### src/hdl/fhd_pkg.sv
package fhd_pkg;

	localparam int HDR_BYTES = 8;
	localparam int HDR_IDX_W = $clog2(HDR_BYTES);
	localparam logic [HDR_IDX_W-1:0] HDR_LAST_IDX = HDR_IDX_W'(HDR_BYTES - 1);

	typedef logic [HDR_BYTES-2:0][7:0] hdr_bytes_t;

	typedef enum logic [1:0] {
		REC_HEADER = 2'd0,
		REC_BODY   = 2'd1,
		REC_ERROR  = 2'd2
	} rec_kind_t;

	typedef enum logic [1:0] {
		ERR_MAGIC    = 2'd0,
		ERR_RESERVED = 2'd1,
		ERR_FLAGS    = 2'd2,
		ERR_LENGTH   = 2'd3
	} err_code_t;

	typedef enum logic [2:0] {
		FLAG_NONE      = 3'd0,
		FLAG_MORE      = 3'd1,
		FLAG_COMMAND   = 3'd2,
		FLAG_ROUTING   = 3'd3,
		FLAG_SUBSCRIBE = 3'd4,
		FLAG_CANCEL    = 3'd5
	} flag_kind_t;

	typedef enum logic [1:0] {
		CFG_MAGIC   = 2'd0,
		CFG_VERSION = 2'd1,
		CFG_FLAGS   = 2'd2,
		CFG_MAX_LEN = 2'd3
	} cfg_idx_t;

	typedef struct packed {
		logic       err;
		err_code_t  code;
		flag_kind_t fk;
		logic [31:0] len;
		logic       len_zero;
	} fhd_chk_t;

endpackage

### src/hdl/fhd_check.sv
module fhd_check (
	input  fhd_pkg::hdr_bytes_t hdr,
	input  logic [7:0]          len_lsb,
	input  logic [7:0]          magic,
	input  logic [7:0]          version,
	input  logic [4:0]          allowed,
	input  logic [31:0]         max_len,
	output fhd_pkg::fhd_chk_t   chk
);
	import fhd_pkg::*;

	logic [7:0]  flags;
	logic        flags_bad;
	flag_kind_t  fk;
	logic [31:0] len;

	assign flags = hdr[2];
	assign len   = {hdr[4], hdr[5], hdr[6], len_lsb};

	// flag byte decode: zero or one pass, else a single permitted bit
	always_comb begin
		flags_bad = 1'b0;
		fk        = FLAG_NONE;
		if (flags == 8'd1) begin
			fk = FLAG_MORE;
		end else if (flags != 8'd0) begin
			if ((flags & ~{3'b000, allowed}) != 8'd0 || (flags & (flags - 8'd1)) != 8'd0) begin
				flags_bad = 1'b1;
			end else begin
				unique case (flags[4:1])
					4'b0001: fk = FLAG_COMMAND;
					4'b0010: fk = FLAG_ROUTING;
					4'b0100: fk = FLAG_SUBSCRIBE;
					4'b1000: fk = FLAG_CANCEL;
					default: fk = FLAG_NONE;
				endcase
			end
		end
	end

	always_comb begin
		chk          = '0;
		chk.fk       = fk;
		chk.len      = len;
		chk.len_zero = (len == 32'd0);
		priority if (hdr[0] != magic || hdr[1] != version) begin
			chk.err  = 1'b1;
			chk.code = ERR_MAGIC;
		end else if (hdr[3] != 8'd0) begin
			chk.err  = 1'b1;
			chk.code = ERR_RESERVED;
		end else if (flags_bad) begin
			chk.err  = 1'b1;
			chk.code = ERR_FLAGS;
		end else if (len > max_len) begin
			chk.err  = 1'b1;
			chk.code = ERR_LENGTH;
		end else begin
			chk.err  = 1'b0;
			chk.code = ERR_MAGIC;
		end
	end

endmodule

### src/hdl/frame_header_deframer.sv
// an accepted byte goes through the input register, then the result register
// throughput: one byte per cycle, limited only by backpressure on the record side
// the eighth header byte is checked in the cycle it leaves the input register
// reset: all but the byte registers reset, header expected, no error latched
// an error record is sticky; later bytes are consumed silently until reset
module frame_header_deframer (
	input  logic                clk,
	input  logic                arst_n,
	input  logic                cfg_we,
	input  logic [1:0]          cfg_index,
	input  logic [31:0]         cfg_data,
	input  logic                data_valid,
	output logic                data_ready,
	input  logic [7:0]          data_byte,
	output logic                record_valid,
	input  logic                record_ready,
	output logic [1:0]          record_kind,
	output logic [2:0]          flag_kind,
	output logic [31:0]         body_length,
	output logic [7:0]          body_byte,
	output logic                last,
	output logic [1:0]          error_code
);
	import fhd_pkg::*;

	logic [7:0]  magic_q;
	logic [7:0]  version_q;
	logic [4:0]  allowed_q;
	logic [31:0] max_len_q;

	logic        valid_s1;
	logic [7:0]  byte_s1;

	logic                 in_body_q;
	logic [HDR_IDX_W-1:0] hdr_idx_q;
	hdr_bytes_t           hdr_q;
	logic [31:0]          remain_q;
	logic                 failed_q;

	fhd_chk_t chk;
	logic     fire_s1;
	logic     out_free;

	fhd_check u_check (
		.hdr     (hdr_q),
		.len_lsb (byte_s1),
		.magic   (magic_q),
		.version (version_q),
		.allowed (allowed_q),
		.max_len (max_len_q),
		.chk     (chk)
	);

	assign out_free   = !record_valid || record_ready;
	assign fire_s1    = valid_s1 && out_free;
	assign data_ready = !valid_s1 || out_free;

	always_ff @(posedge clk or negedge arst_n) begin
		if (!arst_n) begin
			magic_q   <= 8'd0;
			version_q <= 8'd1;
			allowed_q <= 5'd31;
			max_len_q <= 32'hFFFF_FFFF;
		end else if (cfg_we) begin
			unique case (cfg_idx_t'(cfg_index))
				CFG_MAGIC:   magic_q   <= cfg_data[7:0];
				CFG_VERSION: version_q <= cfg_data[7:0];
				CFG_FLAGS:   allowed_q <= cfg_data[4:0];
				CFG_MAX_LEN: max_len_q <= cfg_data;
				default: ;
			endcase
		end
	end

	// input register
	always_ff @(posedge clk or negedge arst_n) begin
		if (!arst_n) begin
			valid_s1 <= 1'b0;
		end else if (data_ready) begin
			valid_s1 <= data_valid;
		end
	end

	always_ff @(posedge clk) begin
		if (data_ready && data_valid) begin
			byte_s1 <= data_byte;
		end
	end

	always_ff @(posedge clk) begin
		if (fire_s1 && !failed_q && !in_body_q && hdr_idx_q != HDR_LAST_IDX) begin
			hdr_q[hdr_idx_q] <= byte_s1;
		end
	end

	// frame state and result register
	always_ff @(posedge clk or negedge arst_n) begin
		if (!arst_n) begin
			in_body_q    <= 1'b0;
			hdr_idx_q    <= '0;
			remain_q     <= 32'd0;
			failed_q     <= 1'b0;
			record_valid <= 1'b0;
			record_kind  <= REC_HEADER;
			flag_kind    <= FLAG_NONE;
			body_length  <= 32'd0;
			body_byte    <= 8'd0;
			last         <= 1'b0;
			error_code   <= ERR_MAGIC;
		end else begin
			if (record_ready) begin
				record_valid <= 1'b0;
			end
			if (fire_s1 && !failed_q) begin
				if (in_body_q) begin
					remain_q     <= remain_q - 32'd1;
					record_valid <= 1'b1;
					record_kind  <= REC_BODY;
					flag_kind    <= FLAG_NONE;
					body_length  <= 32'd0;
					body_byte    <= byte_s1;
					last         <= (remain_q == 32'd1);
					error_code   <= ERR_MAGIC;
					if (remain_q == 32'd1) begin
						in_body_q <= 1'b0;
						hdr_idx_q <= '0;
					end
				end else if (hdr_idx_q != HDR_LAST_IDX) begin
					hdr_idx_q <= hdr_idx_q + HDR_IDX_W'(1);
				end else begin
					hdr_idx_q    <= '0;
					record_valid <= 1'b1;
					body_byte    <= 8'd0;
					if (chk.err) begin
						failed_q    <= 1'b1;
						remain_q    <= 32'd0;
						record_kind <= REC_ERROR;
						flag_kind   <= FLAG_NONE;
						body_length <= 32'd0;
						last        <= 1'b0;
						error_code  <= chk.code;
					end else begin
						record_kind <= REC_HEADER;
						flag_kind   <= chk.fk;
						body_length <= chk.len;
						last        <= chk.len_zero;
						error_code  <= ERR_MAGIC;
						in_body_q   <= !chk.len_zero;
						remain_q    <= chk.len;
					end
				end
			end
		end
	end

	a_quiet_after_error: assert property (@(posedge clk) disable iff (!arst_n)
		(failed_q && (!record_valid || record_ready)) |=> !record_valid)
		else $error("record produced after sticky error");

	a_error_latched: assert property (@(posedge clk) disable iff (!arst_n)
		(record_valid && record_kind == REC_ERROR) |-> failed_q)
		else $error("error record without error latched");

	a_body_count: assert property (@(posedge clk) disable iff (!arst_n)
		in_body_q |-> (remain_q != 32'd0 && hdr_idx_q == '0))
		else $error("body state with no bytes remaining");

endmodule
### config.mk
export PLATFORM = sky130hd
export DESIGN_NAME = frame_header_deframer
export DESIGN_NICKNAME = d
export VERILOG_FILES = /design/src/hdl/fhd_pkg.sv /design/src/hdl/fhd_check.sv /design/src/hdl/frame_header_deframer.sv
export SDC_FILE = /design/constraint.sdc
export NUM_CORES = 1
export LEC_CHECK = 0
export BUFFER_PORTS_ARGS = -buffer_cell sky130_fd_sc_hd__buf_2
export CAP_MARGIN = 20
export CORE_ASPECT_RATIO = 1.4
export CORE_MARGIN = 5
export CORE_UTILIZATION = 59
export DETAILED_ROUTE_END_ITERATION = 8
export PLACE_DENSITY = 0.85
export SYNTH_ARGS = -nofsm -noshare
export SYNTH_HDL_FRONTEND = slang
export SYNTH_HIERARCHICAL = 1
export SYNTH_SLANG_ARGS = --single-unit
### constraint.sdc
create_clock -name clk -period 3.6 [get_ports clk]
set_clock_uncertainty 0.1 [all_clocks]
set_input_delay 0.36 -clock clk [delete_from_list [all_inputs] [get_ports clk]]
set_output_delay 0.36 -clock clk [all_outputs]
set_load 0.005 [all_outputs]
Yosys cells after proc, flatten, opt, wreduce, memory -nomap -nowiden
Index checks and enable logic that the tools add are counted.
- bits in writable memories: 0
- bits of input ports: 47
- memory bits (read-only): 0
- bits in registers: 204
- output and inout port bits: 50
- memories: 0
- latch bits: 0
- logic and storage cells: 120
- magnitude comparators: 3
- mux-type cells: 43
- bitwise operators: 5
- multipliers: 0
- divide/modulo/power cells: 0
- shifts and indexed selects: 0
- equality and inequality tests: 14
- reductions and logical operators: 28
- add/sub/neg operators: 3
- operator list (cell ; number):
    32-bit two-way mux ; 4
    56-bit bitwise mux ; 1
    3-bit two-way mux ; 13
    32-bit by 1-bit == test with 1-bit output, second input constant ; 1
    32-bit greater-than comparator ; 1
    32-bit zero test ; 1
    8-bit nonzero test ; 4
    32-bit by 1-bit subtractor with 32-bit output, second input constant ; 1
    8-bit demux with 3-bit select ; 1
    8-bit two-way mux ; 3
    8-bit bitwise AND ; 2
    8-bit != test ; 2
    1-bit two-way mux ; 14
    2-bit two-way mux ; 6
    3-bit case mux with 4 select lines ; 1
    2-bit AND reduction ; 6
    8-bit by 1-bit == test with 1-bit output, second input constant ; 1
    5-bit inverter with 8-bit output ; 1
    8-bit by 1-bit subtractor with 8-bit output, second input constant ; 1
    1-bit logical AND ; 6
    1-bit zero test ; 5
    2-bit == test, second input constant ; 2
    4-bit by 1-bit == test with 1-bit output, second input constant ; 1
    4-bit by 2-bit == test with 1-bit output, second input constant ; 1
    other kinds (13) ; 17

Logic depth before layout (Yosys ltp)
- depth in word-level cells: 13
- mapped depth: 14
- gate-level depth less buffers: 11

By module
The synthesis kept the hierarchy.
- modules (own cells, without submodules) (module ; cells an instance ; area an instance (µm²) ; instances ; seq. area each (µm²)):
    frame_header_deframer ; 602 ; 8159.1 ; 1 ; 5472.7
    fhd_check ; 215 ; 1537.7 ; 1 ; 0.0

Least setup slack after synthesis
No wires, ideal clock.
- path kind: register to register
- start point: reg max_len_q[30]
- end point: reg remain_q[2]
- path buffers: 3
- arrival time: 3.011 ns
- cell stages (with the launch flop): 15
- setup time: 0.067 ns
- slack: 0.423 ns
- clock period less this slack: 3.177 ns
- data required time: 3.433 ns
- cell sequence: dfstp_2 -> inv_1 -> ha_1 -> nand4_1 -> nor4_2 -> and2_1 -> inv_2 -> a22oi_1 -> nand3_1 -> clkbuf_1 -> nor2_1 -> clkbuf_1 -> buf_1 -> a22oi_1 -> nand2_1
- RTL lines (what ; line ; text):
    from (decl) ; frame_header_deframer.sv:29 ; logic [31:0] max_len_q;
    from (signal assigned) ; frame_header_deframer.sv:69 ; CFG_MAX_LEN: max_len_q <= cfg_data;
    to (signal assigned) ; frame_header_deframer.sv:116 ; remain_q <= remain_q - 32'd1;
    to (signal assigned) ; frame_header_deframer.sv:149 ; remain_q <= chk.len;
    to (decl) ; frame_header_deframer.sv:37 ; logic [31:0] remain_q;

==> qor.csv <==
metric,value,unit
first_pass_iters,6,
crit_type,reg -> reg,
hpwl,16580,um
async_reset_ff_share,68.63,%
finalHoldViolations,0,
core_area,0.01617,mm2
syn_nets,900,
grt_max_degree,93,
min-delay-start,cfg_data[26],
status,completed,
period_minus_slack,3.324,ns
placed_cells,1079,
layout-drive-gt1-share,28.92,%
reg2regPathDepth,11,
row_count,55,
peakVddDrop,0.5055,mV
vias,7120,
syn_to_final_growth,15.03,%
fp.dieH,161.7,um
cts-htree-levels,1,
synth_xor_area_share,1.535,%
cts_sinks,204,
synth_seq_cells,204,
clock_path_buffers,3,
fmaxAchievable,300.9,MHz
die_w,118.4,um
cts_buffers,20,
crit_arrival,3.63,ns
synthMuxAreaShare,7.497,%
r2r_setup_slack,0.28,ns
cp_max_fo,15,
via_per_inst,6.306,
final_antenna_net_count,0,
slew_headroom,42.79,%
final_common_cell,dfrtp_1,
leakage,4.720,nW
fin_nets,999,
rr_startpoint,hdr_q[54],
crit_required,3.90,ns
synth.avg_cell_area,11.87,um2
min_period_over_period,92.32,%
netlist_area,0.009697,mm2
synth_cells,817,
synth_edf_count,64,
die-area,0.01914,mm2
hold-path-cell-count,2,
clk_pin_slew,0.06,ns
cts_tree,done,
critPathLaunchType,register,
stdcell_count,1129,
r2r-end,remain_q[8],
synth-main-ff-cell,dfrtp_1,
diodes,0,
worstSetupEndpointType,register,
place_congestion,0.8941,
initial_core_util,59.96,%
grt_overflow,0,
tns,0,ns
ys_seq_area_share,56.44,%
grt_pass1_wl,39340,um
cts_setup_buffers,0,
port_buffers,96,
holdPathEnd,max_len_q[26],
synth_top_family_by_area,simple AND/OR/NAND/NOR gates,
grt_pass1_vias,7232,
clock_tree.root_cell,clkbuf_16,
cp-startpoint,hdr_q[54],
p_per_area,507.0,mW/mm2
yosysUniqueCellTypes,69,
yosys_warnings,6,
tightestPinTransition,0.8581,ns
layout_common_cells,"dfrtp_1 (102), buf_2 (95), edfxtp_1 (64), nand2_1 (63), mux2_2 (53)",
drt_iter0_drc,528,
track_usage,25.63,%
drv_cap,0,
maxSlewViolCount,0,
synth_compound_area_share,10.97,%
antenna_found_initial,0,
ios,97,
yosys.area_share.simple,13.60,%
grt_setup_unrepaired,no,
insertion_delay,0.49,ns
wire_per_inst,21.96,um
synthAdderAreaFrac,4.645,%
hold_class,in -> reg,
setup_violations,0,
routed_wl,24790,um
power.total,0.005655,W
drcViolationCount,0,
timing repair:
action | 4_1_cts | 5_1_grt
gates resized for setup | 0 | 0
hold endpoints to repair | 66 | 0
hold buffers | 14 | 0
power breakdown:
group | internal, W | switching (W)
Clock | 0.00134 | 0.000869
Sequential | 0.00262 | 0.000114
Combinational | 0.000315 | 0.000400
worst max-delay path, stage by stage, from the launching register on:
cell and delay [ns]:
edfxtp_1 0.54, ha_1 0.40, nand4_1 0.21, nor4_1 0.55, and2_1 0.26, inv_2 0.04
a22oi_1 0.21, nand3_1 0.25, nor2_4 0.20, buf_4 0.25, a22oi_1 0.09, o21ai_0 0.12
layout make-up:
class	count	area [um2]
Sequential cell	204	5473
Fill cell	1082	5017
Multi-Input combinational cell	508	3722
Timing Repair Buffer	137	842.1
Clock buffer	28	576.8
Tap cell	199	249.0
Inverter	45	168.9
Clock inverter	8	122.6
sequential cells by signal, indices dropped and copies added (netlist names), 8 cells and up:
register	flops
remain_q	32
magic_q	8
hdr_q	56
version_q	8
body_byte	8
body_length	32
max_len_q	32
byte_s1	8
cells by family (layout without fill, tap and decap cells):
family	count (synthesis)	count (layout)
adders and majority gates	36	36
and+or+nand+nor	242	242
AOI/OAI and AO/OA	147	147
DFF	204	204
muxes	66	66
buffers and inverters	105	218
xor gates and xnor gates	17	17
cell usage after synthesis, drive strengths merged, types with 4 or more instances:
cell    instances  area share [%]
nor2b          12            0.77
nor2           30             1.2
ha             36             4.6
or4             8            0.74
inv            44             1.7
mux2           53             6.2
or3            10            0.75
nand3b          4            0.31
dfstp          38              10
o211ai          6            0.52
mux2i          13             1.3
a22oi          19             1.5
nor4           28             1.9
o22ai           6            0.39
o21ai          24             1.2
nand3          23             1.2
nand2          63             2.4
edfxtp         64              20
clkbuf         22            0.85
nand4b          5            0.61
nand2b          7            0.45
a22o           32             2.9
buf            38             2.7
xor2           16             1.4
nor3           25             1.5
dfrtp         102              26
nand4          16             1.0
a21oi          29             1.5
or2             4            0.28
routing by layer:
layer	vias to the layer above	share of wire, %	track usage (%)
met1	3496	36	30.56
met2	350	52	45.44
met4	0	4.9	12.15
li1	3183	-	-
met3	91	6.8	3.831
met5	-	0	0
per-stage QoR:
| step | utilization [%] | hold WS (ns) | setup WS [ns] | cell area [um2] |
|---|---|---|---|---|
| global route | 68.97 | 0.004351 | 0.1327 | 11150 |
| detailed placement | 63.78 | 0.3603 | 0.4709 | 10310 |
| floorplan | - | -0.03559 | 0.4226 | 9697 |
| CTS | 68.97 | 0.0008199 | 0.3767 | 11150 |
| finish | 68.97 | 0.005719 | 0.2764 | 11150 |
| global placement | 63.78 | 0.3506 | 0.5724 | 10310 |
how the worst max path moves through the flow:
stage,cells after the start,end
6_report,11,remain_q[8]
3_3_place_gp,12,remain_q[20]
4_1_cts,11,remain_q[8]
5_1_grt,11,flag_kind[0]
2_1_floorplan,14,remain_q[2]
3_5_place_dp,12,remain_q[8]
Power figures use the tool's default switching activity.
